## config.mk

```make
export PLATFORM = sky130hd
export DESIGN_NAME = gcode_line_cleaner_core
export DESIGN_NICKNAME = d
export VERILOG_FILES = /design/src/rtl/glc_pkg.sv /design/src/rtl/gcode_line_cleaner_core.sv /design/src/rtl/glc_decode.sv
export SDC_FILE = /design/constraint.sdc
export NUM_CORES = 1
export LEC_CHECK = 0
export BUFFER_PORTS_ARGS = -buffer_cell sky130_fd_sc_hd__buf_2
export CORE_ASPECT_RATIO = 2
export CORE_MARGIN = 10
export CORE_UTILIZATION = 39
export DETAILED_ROUTE_END_ITERATION = 8
export SETUP_SLACK_MARGIN = 0.3
export SLEW_MARGIN = 0
export SYNTH_ARGS = -nofsm -noshare
export SYNTH_HDL_FRONTEND = slang
export SYNTH_SLANG_ARGS = --single-unit
```

## constraint.sdc

```tcl
create_clock -name clk -period 6.5 [get_ports clk]
set_input_delay 1.3 -clock clk [delete_from_list [all_inputs] [get_ports clk]]
set_output_delay 1.3 -clock clk [all_outputs]
set_load 0.01 [all_outputs]
```

## src/rtl/glc_pkg.sv

```systemverilog
`timescale 1ns / 1ps

package glc_pkg;

  localparam int LINE_LENGTH_DEF = 128;

  localparam int POS_W  = 7;
  localparam int LNUM_W = 16;

  typedef enum logic [2:0] {
    EV_CHAR     = 3'd0,
    EV_LINE     = 3'd1,
    EV_QUERY    = 3'd2,
    EV_ACK      = 3'd3,
    EV_RESET    = 3'd4,
    EV_OVERFLOW = 3'd5,
    EV_END      = 3'd6
  } ev_kind_t;

  typedef enum logic [2:0] {
    Q_STATUS = 3'd0,
    Q_INFO   = 3'd1,
    Q_SETS   = 3'd2,
    Q_GMODE  = 3'd3,
    Q_START  = 3'd4,
    Q_UNLOCK = 3'd5,
    Q_PARAMS = 3'd6,
    Q_HOME   = 3'd7
  } query_t;

  localparam logic [7:0] CH_CAN    = 8'h18;
  localparam logic [7:0] CH_LF     = 8'h0A;
  localparam logic [7:0] CH_CR     = 8'h0D;
  localparam logic [7:0] CH_SPACE  = 8'h20;
  localparam logic [7:0] CH_BANG   = 8'h21;
  localparam logic [7:0] CH_TILDE  = 8'h7E;
  localparam logic [7:0] CH_LPAREN = 8'h28;
  localparam logic [7:0] CH_RPAREN = 8'h29;
  localparam logic [7:0] CH_SEMI   = 8'h3B;
  localparam logic [7:0] CH_SLASH  = 8'h2F;
  localparam logic [7:0] CH_QMARK  = 8'h3F;
  localparam logic [7:0] CH_DOLLAR = 8'h24;
  localparam logic [7:0] CH_HASH   = 8'h23;
  localparam logic [7:0] CH_UA     = 8'h41;
  localparam logic [7:0] CH_UG     = 8'h47;
  localparam logic [7:0] CH_UH     = 8'h48;
  localparam logic [7:0] CH_UI     = 8'h49;
  localparam logic [7:0] CH_UN     = 8'h4E;
  localparam logic [7:0] CH_UX     = 8'h58;
  localparam logic [7:0] CH_LA     = 8'h61;
  localparam logic [7:0] CH_LZ     = 8'h7A;

  localparam logic [2:0] REG_FILE_MODE = 3'd0;

  typedef struct packed {
    ev_kind_t             kind;
    logic [7:0]           ch;
    logic [POS_W-1:0]     pos;
    logic [POS_W-1:0]     len;
    query_t               query;
    logic [LNUM_W-1:0]    line_no;
  } glc_event_t;

endpackage

```

## src/rtl/gcode_line_cleaner_core.sv

```systemverilog
`timescale 1ns / 1ps
// Latency: a result beat is presented the cycle after its input beat is accepted.
// Throughput: one byte per cycle unless a result beat stalls; line state updates per beat.
// A result beat waiting in the output register does not block input while out_tready is high.
// Reset (rst_n low, synchronous): empty line, no comment, line counter 1,
// serial mode, output register empty.

module gcode_line_cleaner_core #(
  parameter int LINE_LENGTH = glc_pkg::LINE_LENGTH_DEF
) (
  input  logic        clk,
  input  logic        rst_n,
  input  logic        in_tvalid,
  output logic        in_tready,
  input  logic [7:0]  in_tdata,   // data_byte
  input  logic        in_tlast,   // end_of_stream
  output logic        out_tvalid,
  input  logic        out_tready,
  // kept_char[7:0], char_position[14:8], line_length[21:15], query_code[24:22],
  // line_number[40:25], zero[47:41]
  output logic [47:0] out_tdata,
  output logic [2:0]  out_tuser,  // event_kind
  input  logic        cfg_psel,
  input  logic        cfg_penable,
  input  logic        cfg_pwrite,
  input  logic [2:0]  cfg_paddr,
  input  logic [31:0] cfg_pwdata,
  output logic [31:0] cfg_prdata,
  output logic        cfg_pready
);

  localparam int FW = $clog2(LINE_LENGTH);

  logic                         file_mode_r;
  logic [FW-1:0]                fill_r, fill_nxt;
  logic                         paren_r, paren_nxt;
  logic                         semi_r, semi_nxt;
  logic [7:0]                   first_r, first_nxt;
  logic [7:0]                   second_r, second_nxt;
  logic [glc_pkg::LNUM_W-1:0]   lines_r, lines_nxt;
  logic                         out_valid_r, out_valid_nxt;
  glc_pkg::glc_event_t          out_ev_r, ev;
  logic                         emit;
  logic                         in_acc;
  logic                         cfg_wr;

  assign cfg_pready = 1'b1;
  assign cfg_wr     = cfg_psel && cfg_penable && cfg_pwrite && cfg_pready;
  assign cfg_prdata = (cfg_paddr == glc_pkg::REG_FILE_MODE) ? {31'd0, file_mode_r} : 32'd0;

  assign in_tready = !out_valid_r || out_tready;
  assign in_acc    = in_tvalid && in_tready;

  glc_decode #(
    .LINE_LENGTH (LINE_LENGTH),
    .FW          (FW)
  ) u_decode (
    .data_byte  (in_tdata),
    .eos        (in_tlast),
    .file_mode  (file_mode_r),
    .fill       (fill_r),
    .paren      (paren_r),
    .semi       (semi_r),
    .first      (first_r),
    .second     (second_r),
    .lines      (lines_r),
    .fill_nxt   (fill_nxt),
    .paren_nxt  (paren_nxt),
    .semi_nxt   (semi_nxt),
    .first_nxt  (first_nxt),
    .second_nxt (second_nxt),
    .lines_nxt  (lines_nxt),
    .emit       (emit),
    .ev         (ev)
  );

  always_comb begin
    out_valid_nxt = out_valid_r;
    if (in_acc) begin
      out_valid_nxt = emit;
    end else if (out_tready) begin
      out_valid_nxt = 1'b0;
    end
  end

  always_ff @(posedge clk) begin
    if (!rst_n) begin
      file_mode_r <= 1'b0;
    end else if (cfg_wr && cfg_paddr[2] == 1'b0) begin
      file_mode_r <= cfg_pwdata[0];
    end
  end

  always_ff @(posedge clk) begin
    if (!rst_n) begin
      fill_r      <= '0;
      paren_r     <= 1'b0;
      semi_r      <= 1'b0;
      first_r     <= '0;
      second_r    <= '0;
      lines_r     <= glc_pkg::LNUM_W'(1);
      out_valid_r <= 1'b0;
    end else begin
      out_valid_r <= out_valid_nxt;
      if (in_acc) begin
        fill_r   <= fill_nxt;
        paren_r  <= paren_nxt;
        semi_r   <= semi_nxt;
        first_r  <= first_nxt;
        second_r <= second_nxt;
        lines_r  <= lines_nxt;
      end
    end
  end

  always_ff @(posedge clk) begin
    if (in_acc && emit) begin
      out_ev_r <= ev;
    end
  end

  assign out_tvalid = out_valid_r;
  assign out_tuser  = out_ev_r.kind;
  assign out_tdata  = {7'd0, out_ev_r.line_no, out_ev_r.query, out_ev_r.len,
                       out_ev_r.pos, out_ev_r.ch};

  a_full_blocks_input: assert property (@(posedge clk) disable iff (!rst_n)
    out_valid_r && !out_tready |-> !in_tready)
    else $error("input taken while result beat stalled");

  a_eos_restarts_count: assert property (@(posedge clk) disable iff (!rst_n)
    in_acc && in_tlast && file_mode_r |=> lines_r == glc_pkg::LNUM_W'(1) && fill_r == '0)
    else $error("end of stream did not restart line state");

  a_char_advances_fill: assert property (@(posedge clk) disable iff (!rst_n)
    in_acc && emit && ev.kind == glc_pkg::EV_CHAR |=> fill_r != '0)
    else $error("kept character did not advance fill");

  a_fill_in_range: assert property (@(posedge clk) disable iff (!rst_n)
    fill_r <= FW'(LINE_LENGTH - 1))
    else $error("fill count beyond line length");

  a_char_fields_clean: assert property (@(posedge clk) disable iff (!rst_n)
    out_valid_r && out_ev_r.kind == glc_pkg::EV_CHAR |->
      out_ev_r.len == '0 && out_ev_r.line_no == '0)
    else $error("character beat carries line fields");

endmodule

```

## src/rtl/glc_decode.sv

```systemverilog
`timescale 1ns / 1ps

module glc_decode #(
  parameter int LINE_LENGTH = glc_pkg::LINE_LENGTH_DEF,
  parameter int FW          = $clog2(LINE_LENGTH)
) (
  input  logic [7:0]                   data_byte,
  input  logic                         eos,
  input  logic                         file_mode,
  input  logic [FW-1:0]                fill,
  input  logic                         paren,
  input  logic                         semi,
  input  logic [7:0]                   first,
  input  logic [7:0]                   second,
  input  logic [glc_pkg::LNUM_W-1:0]   lines,
  output logic [FW-1:0]                fill_nxt,
  output logic                         paren_nxt,
  output logic                         semi_nxt,
  output logic [7:0]                   first_nxt,
  output logic [7:0]                   second_nxt,
  output logic [glc_pkg::LNUM_W-1:0]   lines_nxt,
  output logic                         emit,
  output glc_pkg::glc_event_t          ev
);

  localparam int MW = (FW > glc_pkg::POS_W) ? FW : glc_pkg::POS_W;
  localparam logic [FW-1:0] FILL_LAST = FW'(LINE_LENGTH - 1);

  logic [MW-1:0]           fill_ext;
  logic [glc_pkg::POS_W-1:0] fill7;
  logic                    q_hit;
  glc_pkg::query_t         q_code;
  logic [7:0]              up;

  assign fill_ext = MW'(fill);
  assign fill7    = fill_ext[glc_pkg::POS_W-1:0];

  always_comb begin
    q_hit  = 1'b0;
    q_code = glc_pkg::Q_STATUS;
    if (fill == FW'(1) && first == glc_pkg::CH_QMARK) begin
      q_hit = 1'b1;
    end else if (fill == FW'(2) && first == glc_pkg::CH_DOLLAR) begin
      q_hit = 1'b1;
      case (second)
        glc_pkg::CH_UI:     q_code = glc_pkg::Q_INFO;
        glc_pkg::CH_DOLLAR: q_code = glc_pkg::Q_SETS;
        glc_pkg::CH_UG:     q_code = glc_pkg::Q_GMODE;
        glc_pkg::CH_UN:     q_code = glc_pkg::Q_START;
        glc_pkg::CH_UX:     q_code = glc_pkg::Q_UNLOCK;
        glc_pkg::CH_HASH:   q_code = glc_pkg::Q_PARAMS;
        glc_pkg::CH_UH:     q_code = glc_pkg::Q_HOME;
        default:            q_hit  = 1'b0;
      endcase
    end
  end

  always_comb begin
    up = data_byte;
    if (data_byte inside {[glc_pkg::CH_LA:glc_pkg::CH_LZ]}) begin
      up = data_byte - (glc_pkg::CH_LA - glc_pkg::CH_UA);
    end
  end

  always_comb begin
    fill_nxt   = fill;
    paren_nxt  = paren;
    semi_nxt   = semi;
    first_nxt  = first;
    second_nxt = second;
    lines_nxt  = lines;
    emit       = 1'b0;
    ev         = '0;
    if (eos) begin
      if (file_mode) begin
        emit       = 1'b1;
        ev.kind    = glc_pkg::EV_END;
        ev.len     = fill7;
        ev.line_no = lines;
        fill_nxt   = '0;
        paren_nxt  = 1'b0;
        semi_nxt   = 1'b0;
        lines_nxt  = glc_pkg::LNUM_W'(1);
      end
    end else if (!file_mode &&
                 (data_byte == glc_pkg::CH_BANG || data_byte == glc_pkg::CH_TILDE)) begin
      emit    = 1'b1;
      ev.kind = glc_pkg::EV_ACK;
    end else if (!file_mode && data_byte == glc_pkg::CH_CAN) begin
      emit      = 1'b1;
      ev.kind   = glc_pkg::EV_RESET;
      fill_nxt  = '0;
      paren_nxt = 1'b0;
      semi_nxt  = 1'b0;
    end else if (data_byte == glc_pkg::CH_LF || data_byte == glc_pkg::CH_CR) begin
      if (fill != '0) begin
        emit   = 1'b1;
        ev.len = fill7;
        if (!file_mode && q_hit) begin
          ev.kind  = glc_pkg::EV_QUERY;
          ev.query = q_code;
        end else begin
          ev.kind    = glc_pkg::EV_LINE;
          ev.line_no = file_mode ? lines : '0;
        end
      end
      fill_nxt  = '0;
      paren_nxt = 1'b0;
      semi_nxt  = 1'b0;
      if (file_mode) begin
        lines_nxt = lines + glc_pkg::LNUM_W'(1);
      end
    end else if (paren || semi) begin
      if (data_byte == glc_pkg::CH_RPAREN) begin
        paren_nxt = 1'b0;
      end
    end else if (data_byte <= glc_pkg::CH_SPACE || data_byte == glc_pkg::CH_SLASH) begin
      emit = 1'b0;
    end else if (data_byte == glc_pkg::CH_LPAREN) begin
      paren_nxt = 1'b1;
    end else if (data_byte == glc_pkg::CH_SEMI) begin
      semi_nxt = 1'b1;
    end else if (fill >= FILL_LAST) begin
      emit      = 1'b1;
      ev.kind   = glc_pkg::EV_OVERFLOW;
      fill_nxt  = '0;
      paren_nxt = 1'b0;
      semi_nxt  = 1'b0;
    end else begin
      emit     = 1'b1;
      ev.kind  = glc_pkg::EV_CHAR;
      ev.ch    = up;
      ev.pos   = fill7;
      fill_nxt = fill + FW'(1);
      if (fill == '0) begin
        first_nxt = up;
      end else if (fill == FW'(1)) begin
        second_nxt = up;
      end
    end
  end

endmodule

```

**Word level (Yosys, flattened, before mapping)**

Index checks and enable logic that the tools add are counted.

- Add/sub/neg operators: 3
- $lt $le $gt $ge: 4
- Eq/ne operators: 30
- Multiplexer cells: 78
- Bitwise gates (word level): 14
- Reductions and logical operators: 34

Operators by type and width:

| kind | number |
|---|---|
| 16-bit 2-to-1 mux | 9 |
| 26-bit 2-to-1 mux | 4 |
| 7-bit 2-to-1 mux | 12 |
| 8-bit by 6-bit equality test with 1-bit output (second input constant) | 9 |
| 18-bit 2-to-1 mux | 4 |
| 8-bit by 7-bit equality test with 1-bit output (second input constant) | 6 |
| 1-bit 2-to-1 mux | 35 |
| 3-bit 2-to-1 mux | 10 |
| 3-bit case mux with 7 select lines | 1 |
| 7-bit AND reduction | 3 |
| 16-bit by 1-bit adder with 16-bit output (second input constant) | 1 |
| 8-bit by 4-bit equality test with 1-bit output (second input constant) | 2 |
| 4-bit by 2-bit inequality test with 1-bit output (second input constant) | 4 |
| 15-bit 2-to-1 mux | 1 |
| 1-bit inverter | 14 |
| 12-bit AND reduction | 1 |
| 1-bit logical AND | 11 |
| 11-bit AND reduction | 1 |
| 9-bit OR reduction | 1 |
| 8-bit by 5-bit equality test with 1-bit output (second input constant) | 1 |
| 8-bit by 7-bit greater-or-equal comparator with 1-bit output (second input constant) | 1 |
| 8-bit by 6-bit less-or-equal comparator with 1-bit output (second input constant) | 1 |
| 8-bit by 7-bit less-or-equal comparator with 1-bit output (second input constant) | 1 |
| 8-bit 2-to-1 mux | 1 |
| other kinds (22) | 29 |

- Register bits after elaboration: 87
- Input bits: 51
- Output and inout port bits: 86

**Logic depth before layout (Yosys ltp)**

Gate-level depths: netlist of the first run.

- Word-level depth: 12
- Gate-level depth with buffers: 8
- Gate-level depth less buffers: 7

**Hierarchy**

A second synthesis of the first run with hierarchy kept.

- Cell total of the unflattened synthesis: 571
- Area total of the unflattened synthesis: 5,395.2 um2

By module, submodules not included:

| module | instances | cells an instance | area each (um2) |
|---|---|---|---|
| gcode_line_cleaner_core | 1 | 275 | 3,400.8 |
| glc_decode | 1 | 296 | 1,994.4 |

**Worst setup path before layout of the first run**

Ideal clock, no wire load.

- Kind: input-to-reg
- Start point: input in_tdata[0]
- End point: register out_ev_r, in the netlist out_tdata[0], enable pin
- Data arrival time: 4.705 ns
- Data required time: 6.026 ns
- Slack: 1.321 ns
- Stages on the path: 5
- Buffers on the path: 0
- Path through: nor3b_1 > o2111ai_2 > a21oi_1 > nor2_1 > a31oi_1

- Cells in the longest elaborated chain, start to end: 10
- Elaborated cells on any way between the ends: 23
- Those cells by class: order compare: 1; eq/ne: 8; mux: 8; reduce/logical: 6

RTL lines:

| item | line | source |
|---|---|---|
| start, declared | gcode_line_cleaner_core.sv:15 | `input logic [7:0] in_tdata,` |
| parallel branches: the longest is 7 deep, another holds 8-bit by 6-bit less-or-equal comparator with 1-bit output | -- |  |
| 1-bit 2-to-1 mux (*) | glc_decode.sv:85 | `end else if (!file_mode &&` |
| 1-bit 2-to-1 mux (*) | glc_decode.sv:74 | `if (eos) begin` |
| 1-bit logical AND (*) | gcode_line_cleaner_core.sv:117 | `if (in_acc && emit) begin` |
| end signal, assigned | gcode_line_cleaner_core.sv:118 | `out_ev_r <= ev;` |
| end, declared | gcode_line_cleaner_core.sv:42 | `glc_pkg::glc_event_t out_ev_r, ev;` |

Every way passes the cells marked *.
A chain may end at the register's enable or synchronous reset.

**Worst setup path in the final report of the first run**

- Start point: input in_tdata[1]
- End point: register second_r[7]

- Cells in the longest elaborated chain, start to end: 5
- Elaborated cells on any way between the ends: 26
- Those cells by class: add/sub: 1; order compare: 3; eq/ne: 8; mux: 1; bitwise: 6; reduce/logical: 7

RTL lines:

| item | line | source |
|---|---|---|
| parallel branches: the longest is 5 deep, another holds 8-bit by 6-bit less-or-equal comparator with 1-bit output | -- |  |
| end signal, assigned | gcode_line_cleaner_core.sv:110 | `second_r <= second_nxt;` |
| end, declared | gcode_line_cleaner_core.sv:39 | `logic [7:0] second_r, second_nxt;` |

Parallel ways; which one is timed is not known.

==> results of run 1 <==
[cell families (layout without fill, tap and decap cells)]
| logic type | after synthesis | count (layout) |
|---|---|---|
| simple gates | 206 | 206 |
| flops | 87 | 87 |
| compound gates | 68 | 68 |
| buf+inv | 67 | 96 |
| mux | 16 | 16 |
| xor+xnor | 12 | 12 |
| fa+ha+maj | 7 | 7 |
| other cells | 2 | 39 |
[final timing paths]
kind          startpoint           to  slack, ns  cells past startpoint
min reg2reg   first_r[2]   first_r[2]       0.47                      2
max          in_tdata[1]  second_r[7]       2.87                      7
min           first_r[2]   first_r[2]       0.47                      2
max reg2reg  file_mode_r  second_r[7]       3.82                      6
[through the flow]
step / util (%) / area [um^2] / total power, mW / hold slack (ns) / cells
after floorplan: - / 4800 / 0.695 / 0.438 / 502
after global placement: 42.5 / 4970 / 0.710 / 0.446 / 660
after detailed placement: 42.5 / 4970 / 0.713 / 0.463 / 660
after CTS: 45.4 / 5310 / 1.29 / 0.471 / 676
after global routing: 45.4 / 5310 / 1.32 / 0.483 / 676
final: 45.4 / 5310 / 1.28 / 0.472 / 676
[power breakdown]
part | internal, mW | total, mW | switching [mW]
sequential | 0.593 | 0.599 | 0.00619
clock | 0.363 | 0.581 | 0.218
combinational | 0.0307 | 0.101 | 0.0706
total | 0.986 | 1.28 | 0.295
[registers in the layout, summed over array words and instances, names as in the netlist]
register,count
fill_r,7
lines_r,16
out_tuser,3
paren_r,1
semi_r,1
file_mode_r,1
second_r,8
out_tvalid,1
out_tdata,41
first_r,8
[cell type report]
type / count / share of cell area [%]
inverter: 12 / 0.848
multi-input combinational: 348 / 41.8
sequential: 87 / 41.1
tap: 145 / 3.42
clock inverter: 5 / 1.60
timing repair buffer: 68 / 6.50
clock buffer: 11 / 4.78
[critical path, cell delays in order]
cell,delay (ns)
buf_2,0.20
and3b_1,0.23
o2111ai_2,0.44
and3_4,0.33
nor4b_4,0.84
nand3_4,0.31
mux2i_1,0.20
[routing by layer]
layer	routed length [um]	vias up	GRT usage [%]
met4	347	0	6.70
met1	4010	1644	11.8
met2	6040	100	24.4
li1	-	1714	-
met5	0	-	0
met3	398	20	2.66
[cell usage in the layout, fill, tap and decap left out, types with 3 or more instances in the layout]
cell and n:
nand4_1 8, nor3_1 10, and3_1 7, inv_1 12, o31ai_1 4, xnor2_1 4
nor4b_1 4, nor4_1 4, xor2_1 8, nor2b_1 5, nand2_1 47, o211ai_1 4
nor2_1 28, edfxtp_1 44, o21ai_0 14, conb_1 39, a21oi_1 16, ha_1 7
or3_1 5, clkbuf_16 10, nand4b_1 3, and2_1 38, nand2b_1 4, nor3b_1 5
nand3_1 11, buf_2 66, a31oi_1 3, dfxtp_1 43, or4_1 3, mux2i_1 16
==> summary.txt, run 1 <==
Pwr
  • VDD IR-drop max: roughly 0.00014 V
  • Pwr/cell area: about 240 nW/um^2
  • Leak Pwr: approximately 2.2 nW

Yosys
  • Post-synthesis simple-gate area fraction: a little over a quarter
  • Compound-gate portion of the synthesized area: 10.2%
  • Top-count cell post-synth: nand2_1
  • Mux cell area share after synthesis: ~3.4%
  • Synth Instances: approximately 470
  • Yosys top cell area share: around 28%
  • Netlist cell types: 72
  • Sequential area share after synthesis: a little under half
  • Synthesis Warnings: 0
  • Yosys top cell by area: edfxtp_1
  • Fraction of registers with async set or reset after synthesis: 0%
  • Most instantiated cells after synthesis: nand2_1, edfxtp_1, dfxtp_1, buf_4, and2_1
  • Synthesized area per cell: around 10 um^2
  • Largest cells by area after synthesis: edfxtp_1, dfxtp_1, buf_4
  • Post-synthesis register bit count: 87
  • Top_reg_cell synth: edfxtp_1
  • Main combinational cell family by area after synthesis: simple AND/OR/NAND/NOR gates
  • Cell Area, Synth: between 4000 and 5000 um^2
  • Number of synthesized flops with an enable pin: 44
  • Synth Area in Adders: around 1.9%
  • Area share of xor/xnor cells in the synthesized design: 2.26%

STA
  • Fin. Hold Viols: 0
  • Final worst path period need: 3.63 ns
  • Worst slew pin tran: roughly 1.0 ns
  • Post-route setup TNS: 0 ns
  • Post-route setup slack: ~2.9 ns
  • RSZ-0062 raised after global routing: false
  • Worst slew margin: around 31%
  • Slew Limit Fails: 0
  • Post-Route Skew: 0.00468 ns
  • Final setup vio count: 0
  • Final Cycle Share: between 50% and 60%
  • Fmax: 0.275 GHz

Floorplan
  • Die width: roughly 97 um
  • Cell row count: 56
  • Die area: around 17000 um^2
  • Initial Utilization: between 30% and 40%
  • DIE HEIGHT: 175 um
  • I/O pins: ~140
  • Core area: approximately 12000 um^2

Status
  • Status: completed

Global route
  • Global route overflow: 0
  • GRT Total Usage: 12.6%
  • Pin count of the biggest net entering global routing: 46
  • Initial antenna violation count: 0
  • First-pass GRT wire length: 17600 um
  • Vias in the first global route: 3659

Clock tree
  • TritonCTS buffer count: 9
  • Post-CTS setup repair buffer count: 0
  • CTS root buf: clkbuf_16
  • Post_cts resized: 0
  • H-tree levels: 3
  • CTS tree: yes
  • Hold-fix buffer count after cts: 0
  • Clk buf depth: 2
  • Clock Latency Late Sink: between 0.3 and 0.4 ns
  • Worst-path clk slew: about 0.060 ns
  • CTS Sinks: 87

Finish
  • Nets: around 600
  • Fraction of layout cells with a size suffix above 1: 19.4%
  • Register area: between 2000 and 2500 um^2
  • Fillers: 1121
  • Diode count: 0
  • Multi-input logic area: ~2200 um^2
  • Area grow syn2layout: 14.0%

Critical path
  • WP data arrival: between 3 and 4 ns
  • Crit path max fanout: 20
  • WP data required: between 6 and 7 ns
  • Worst Setup Start Kind: input pin
  • CP endpoint kind: flop
  • Crit path kind: in -> reg

Drt
  • Via-per-instance ratio: between 5 and 6
  • DRT antenna net count: 0
  • Drc violations: 0
  • Overall routed net length: ~11000 um
  • WL per Instance: approximately 16 um
  • DRT iter0 DRCs: 129
  • Initial DRT Pass Iterations: 4
  • Routed vias: between 3000 and 4000

Placement
  • Port Buffers: 66
  • Hpwl dp: around 8500 um
  • RD Place Congestion: between 0.8 and 0.9
  • Pre-CTS setup slack: between 2 and 2.5 ns

Min path
  • Worst min-delay path category: reg -> reg

Run
  • Max Cap Viol: 0
(Power assumes the default switching activity.)
==> inputs of run 2 (changes only) <==
clock period = 3.72 ns   (was 6.5 ns; I/O delays follow)
==> run 2 against run 1 <==
Effect of this change: via count rose by 1.0%; utilization rose by 0.13 points; highest routed layer unchanged; worst hold slack got worse by 0.0026 ns; sequential power rose by 75%; flip-flop and latch count did not move; non-clock buffer count rose by 5; first-iteration DRC count rose by 19%; final cell count rose by 0.74%; sequential share of layout area fell by 0.12 points.
==> summary.txt, run 2 (synthesis results as in run 1) <==
STA
  • Final Cycle Share: between 70% and 80%
  • Post-route setup slack: roughly 1.1 ns
  • Post-route setup TNS: 0 ns
  • Slew Limit Fails: 0
  • Fin. Hold Viols: 0
  • Post-Route Skew: around 0.0045 ns
  • Final worst path period need: 2.66 ns
  • Fmax: between 0.3 and 0.4 GHz
  • Worst slew margin: between 60% and 70%
  • Worst slew pin tran: roughly 0.57 ns
  • RSZ-0062 raised after global routing: false
  • Final setup vio count: 0

Finish
  • Area grow syn2layout: 14.3%
  • Diode count: 0
  • Register area: about 2200 um^2
  • Commonest non-fill, non-tap cell in the layout: buf_2
  • Fillers: about 1100
  • Most frequent cells in the layout: buf_2, nand2_1, edfxtp_1
  • Max reg flops: a little over 40
  • Multi-input logic area: roughly 2200 um^2
  • Nets: just under 600
  • Fraction of layout cells with a size suffix above 1: approximately a fifth

Critical path
  • WP data required: roughly 3.8 ns
  • R2R setup slack: between 1 and 1.5 ns
  • CP endpoint kind: flop
  • CP Cell Sequence: buf_2 > nor3b_1 > o2111ai_2 > buf_4 > a21oi_1 > nor2_1 > a31oi_4 > buf_12
  • CP peak stage delay: approximately 0.36 ns
  • Slowest stage cell, crit path: nor3b_1
  • Crit path kind: in -> reg
  • Worst Setup Start Kind: input pin
  • Crit path max fanout: 45
  • WP data arrival: between 2 and 3 ns

Clock tree
  • CTS Sinks: 87
  • Clock Latency Late Sink: 0.34 ns
  • Worst-path clk slew: 0.06 ns
  • Post-CTS setup repair buffer count: 0
  • Post_cts resized: 0
  • CTS tree: yes
  • CTS root buf: clkbuf_16
  • Clk buf depth: 2
  • Hold-fix buffer count after cts: 0
  • TritonCTS buffer count: 9
  • H-tree levels: 3

Pwr
  • Leak Pwr: ~2.2 nW
  • Pwr/cell area: approximately 400 nW/um^2
  • VDD IR-drop max: between 0.0002 and 0.0003 V

Drt
  • DRT iter0 DRCs: roughly 150
  • Via-per-instance ratio: 5.16
  • DRT antenna net count: 0
  • WL per Instance: between 15 and 20 um
  • Overall routed net length: about 11000 um
  • Drc violations: 0
  • Routed vias: approximately 3500
  • Initial DRT Pass Iterations: 4

Status
  • Status: completed

Min path
  • Worst min-delay path category: reg -> reg

Global route
  • Vias in the first global route: approximately 3700
  • Pin count of the biggest net entering global routing: 46
  • Initial antenna violation count: 0
  • First-pass GRT wire length: approximately 18000 um
  • Global route overflow: 0
  • GRT Total Usage: 13.0%

Floorplan
  • I/O pins: about 140
  • DIE HEIGHT: about 170 um
  • Initial Utilization: approximately 40%
  • Cell row count: 56
  • Die width: 97.3 um
  • Core area: around 12000 um^2
  • Die area: roughly 17000 um^2

Placement
  • RD Place Congestion: just over 0.8
  • Hpwl dp: slightly below 9000 um
  • Pre-CTS setup slack: around 0.7 ns
  • Port Buffers: 66

Run
  • Max Cap Viol: 0
==> run 2: cell types whose count changed in the layout (fill, tap and decap cells not counted) <==
cell and delta:
buf_4 +4, clkinv_4 +2, buf_12 +1, bufinv_16 -1
clkbuf_1 -1, clkbuf_16 -1, clkinv_2 +1, clkinvlp_4 -1
inv_6 +1
==> run 2: final timing paths <==
check | startpoint | to | cells after the start
setup / recovery | in_tdata[1] | out_tdata[7] | 8
hold / removal | first_r[5] | first_r[5] | 2
setup reg to reg | fill_r[2] | out_tdata[22] | 6
hold reg to reg | first_r[5] | first_r[5] | 2
==> run 2: worst max-delay path: cells and delay by family <==
family                 cells  cell delay, ns
AO/OA/AOI/OAI              3            0.74
buffers and inverters      3            0.68
AND/OR/NAND/NOR            2            0.50
==> run 2: cell type report <==
cell class,count,area share (%)
Sequential cell,87,41.0
Multi-Input combinational cell,348,41.6
Timing Repair Buffer,73,7.42
Clock inverter,7,1.48
Clock buffer,9,4.23
Tap cell,145,3.41
Inverter,12,0.846
==> run 2: power breakdown <==
part           internal [mW]  switching (mW)
Sequential              1.04          0.0107
Combinational         0.0576           0.125
Clock                  0.528           0.378
Total                   1.62           0.514
==> run 2: stage by stage <==
stage	power, mW	instances	hold slack [ns]	area [um^2]	utilization [%]
2_1_floorplan	1.21	502	0.438	4810	-
3_3_place_gp	1.25	665	0.447	5020	42.9
3_5_place_dp	1.25	665	0.462	5020	42.9
4_1_cts	2.16	681	0.472	5330	45.5
5_1_grt	2.22	681	0.497	5330	45.5
6_report	2.13	681	0.470	5330	45.5
==> run 2: layer usage <==
layer	track usage, %	wire length [um]	up-vias
met5	0	0	-
met4	6.21	288	0
met3	2.50	495	13
met2	26.1	6380	104
met1	11.8	3850	1665
li1	-	-	1731
==> inputs of run 3 (changes only) <==
ABC_AREA = 1   (was unset)
clock period = 2.3 ns   (was 3.72 ns; I/O delays follow)
==> run 3 against run 2 <==
Effect of this change: worst hold slack got worse by 0.093 ns; register-to-register slack got worse by 0.90 ns; final cell count rose by 35%; sequential share of layout area decreased by 3.8 points; first-iteration DRC count is 1.3% lower; final area grew 10%; largest power group unchanged; flip-flop and latch count is the same; critical endpoint is now lines_r[12]; clock power grew 64%.
==> summary.txt, run 3 <==
STA
  • Final setup vio count: 0
  • Final worst path period need: approximately 1.9 ns
  • RSZ-0062 raised after global routing: false
  • Slew Limit Fails: 0
  • Fmax: 0.534 GHz
  • Final Cycle Share: 81.3%
  • Post-Route Skew: 0.00849 ns
  • Worst slew pin tran: around 0.61 ns
  • Worst slew margin: between 50% and 60%
  • Fin. Hold Viols: 0
  • Post-route setup TNS: 0 ns

Clock tree
  • Clk buf depth: 2
  • Clock Latency Late Sink: about 0.34 ns
  • CTS Sinks: just under 90
  • CTS tree: yes
  • CTS root buf: clkbuf_16
  • TritonCTS buffer count: 9
  • Worst-path clk slew: approximately 0.070 ns
  • Post-CTS setup repair buffer count: 0
  • H-tree levels: 3
  • Hold-fix buffer count after cts: 0

Floorplan
  • Die area: between 15000 and 20000 um^2
  • Cell row count: 58
  • DIE HEIGHT: roughly 180 um
  • I/O pins: around 140
  • Core area: 12600 um^2
  • Initial Utilization: 40.0%
  • Die width: 100 um

Pwr
  • VDD IR-drop max: ~0.00036 V
  • Final Power: around 3.7 mW
  • Combinational power share: between 10% and 20%
  • Internal Power: roughly 2.7 mW
  • Switching part of the total: 27.0%
  • Leak Pwr: roughly 2.7 nW
  • Register share of total power: between 40 and 50%
  • Pwr/cell area: 632 nW/um^2
  • Clock share of power: between 40 and 50%
  • NetSw: slightly above 1 mW

Yosys
  • Top-count cell post-synth: nand2_1
  • Netlist cell types: 41
  • Number of synthesized flops with an enable pin: 44
  • Sequential area share after synthesis: 43.3%
  • Synth Instances: around 680
  • Largest cells by area after synthesis: edfxtp_1, dfxtp_1, nand2_1
  • Most instantiated cells after synthesis: nand2_1, nor2_1, inv_1, edfxtp_1, dfxtp_1
  • Synthesized area per cell: around 7.4 um^2
  • Post-synthesis register bit count: 87
  • Synthesis Warnings: 0
  • Top_reg_cell synth: edfxtp_1
  • Yosys top cell area share: around a quarter
  • Fraction of registers with async set or reset after synthesis: 0%
  • Cell Area, Synth: approximately 5000 um^2
  • Yosys top cell by area: edfxtp_1

Drt
  • Initial DRT Pass Iterations: 5
  • Via-per-instance ratio: ~4.8
  • Drc violations: 0
  • WL per Instance: between 10 and 15 um
  • Overall routed net length: 13000 um
  • DRT antenna net count: 0
  • DRT iter0 DRCs: roughly 150
  • Routed vias: roughly 4400

Min path
  • Worst min-delay path category: in -> reg

Finish
  • Max reg flops: 41
  • Most frequent cells in the layout: nand2_1, nor2_1, buf_2
  • Commonest non-fill, non-tap cell in the layout: nand2_1
  • Fin cells: 918
  • Area grow syn2layout: 16.6%
  • Diode count: 0
  • Nets: between 800 and 900
  • Fraction of layout cells with a size suffix above 1: 21.6%

Global route
  • Met3 usage: under 10%
  • Pin count of the biggest net entering global routing: 33
  • GR peak layer: met2
  • Vias in the first global route: roughly 4600
  • Met2 Usage GRT: a little over a quarter
  • GRT Total Usage: roughly 14%
  • First-pass GRT wire length: ~21000 um
  • Initial antenna violation count: 0
  • Global route overflow: 0
  • M1 GR Usage: 13.4%

Critical path
  • Crit path max fanout: 5
  • WP data required: approximately 2.5 ns
  • WP data arrival: 2.11 ns
  • CP endpoint kind: flop
  • Worst Setup Start Kind: flop
  • Crit path kind: reg -> reg

Run
  • Max Cap Viol: 0

Status
  • Status: completed

Placement
  • Cell total after placement: 902
  • Port Buffers: 66
  • RD Place Congestion: between 0.9 and 1
  • Hpwl dp: roughly 10000 um
-- run 3: kinds of logic (layout without fill, tap and decap cells) --
| family | count (synthesis) | in the layout | synth area share (%) |
|---|---|---|---|
| and+or+nand+nor | 409 | 409 | 35.6 |
| AOI/OAI and AO/OA | 43 | 43 | 5.08 |
| DFF | 87 | 87 | 43.3 |
| buffers and inverters | 129 | 178 | 13.3 |
| adders and majority gates | 7 | 7 | 1.74 |
| other | 2 | 39 | 0.149 |
| xor gates and xnor gates | 5 | 5 | 0.868 |
-- run 3: stage by stage --
stage | cell area (um^2) | setup slack [ns] | hold WS [ns] | util, %
6_report | 5880 | 0.429 | 0.377 | 46.6
5_1_grt | 5880 | 0.300 | 0.376 | 46.6
4_1_cts | 5860 | 0.305 | 0.372 | 46.4
3_5_place_dp | 5550 | 0.108 | 0.477 | 43.9
3_3_place_gp | 5550 | 0.122 | 0.470 | 43.9
2_1_floorplan | 5240 | -0.0364 | 0.452 | -
-- run 3: worst max-delay path: stages, from the launching register on --
cell,delay [ns]
dfxtp_1,0.41
ha_1,0.19
nand2_1,0.09
nor3_2,0.31
nand4_1,0.26
nor3_2,0.30
nand2_1,0.07
nor3b_1,0.14
-- run 3: layout make-up --
cell class | instances | area, um^2
fill | 1285 | 6740
inverter | 74 | 294
tap | 150 | 188
timing repair buffer | 88 | 533
clock buffer | 9 | 225
multi-input combinational | 503 | 2380
clock inverter | 7 | 80.1
sequential | 87 | 2180
-- run 3: per-layer routing --
metal  up-vias  routed length [um]
met2       105                7240
met5         -                   0
met4         0                 548
met1      2031                4670
li1       2236                   -
met3        34                 516
-- run 3: repair_timing --
action	4_1_cts	5_1_grt
setup endpoints to repair	44	61
gates resized for setup	3	11
cloned	0	0
-- run 3: worst paths after layout --
kind | start | endpoint | slack [ns] | depth (start not counted)
worst max-delay path | lines_r[0] | lines_r[12] | 0.43 | 7
worst min-delay path | cfg_pwdata[0] | file_mode_r | 0.38 | 2
worst max register to register | lines_r[0] | lines_r[12] | 0.43 | 7
worst min register to register | semi_r | semi_r | 0.49 | 2
-- run 3: power groups by stage --
stage | registers (mW) | logic (mW) | clock network [mW]
CTS | 1.73 | 0.492 | 1.53
finish | 1.73 | 0.496 | 1.49
floorplan | 1.78 | 0.344 | 0
detailed placement | 1.76 | 0.487 | 0
global route | 1.74 | 0.553 | 1.60
global placement | 1.76 | 0.481 | 0
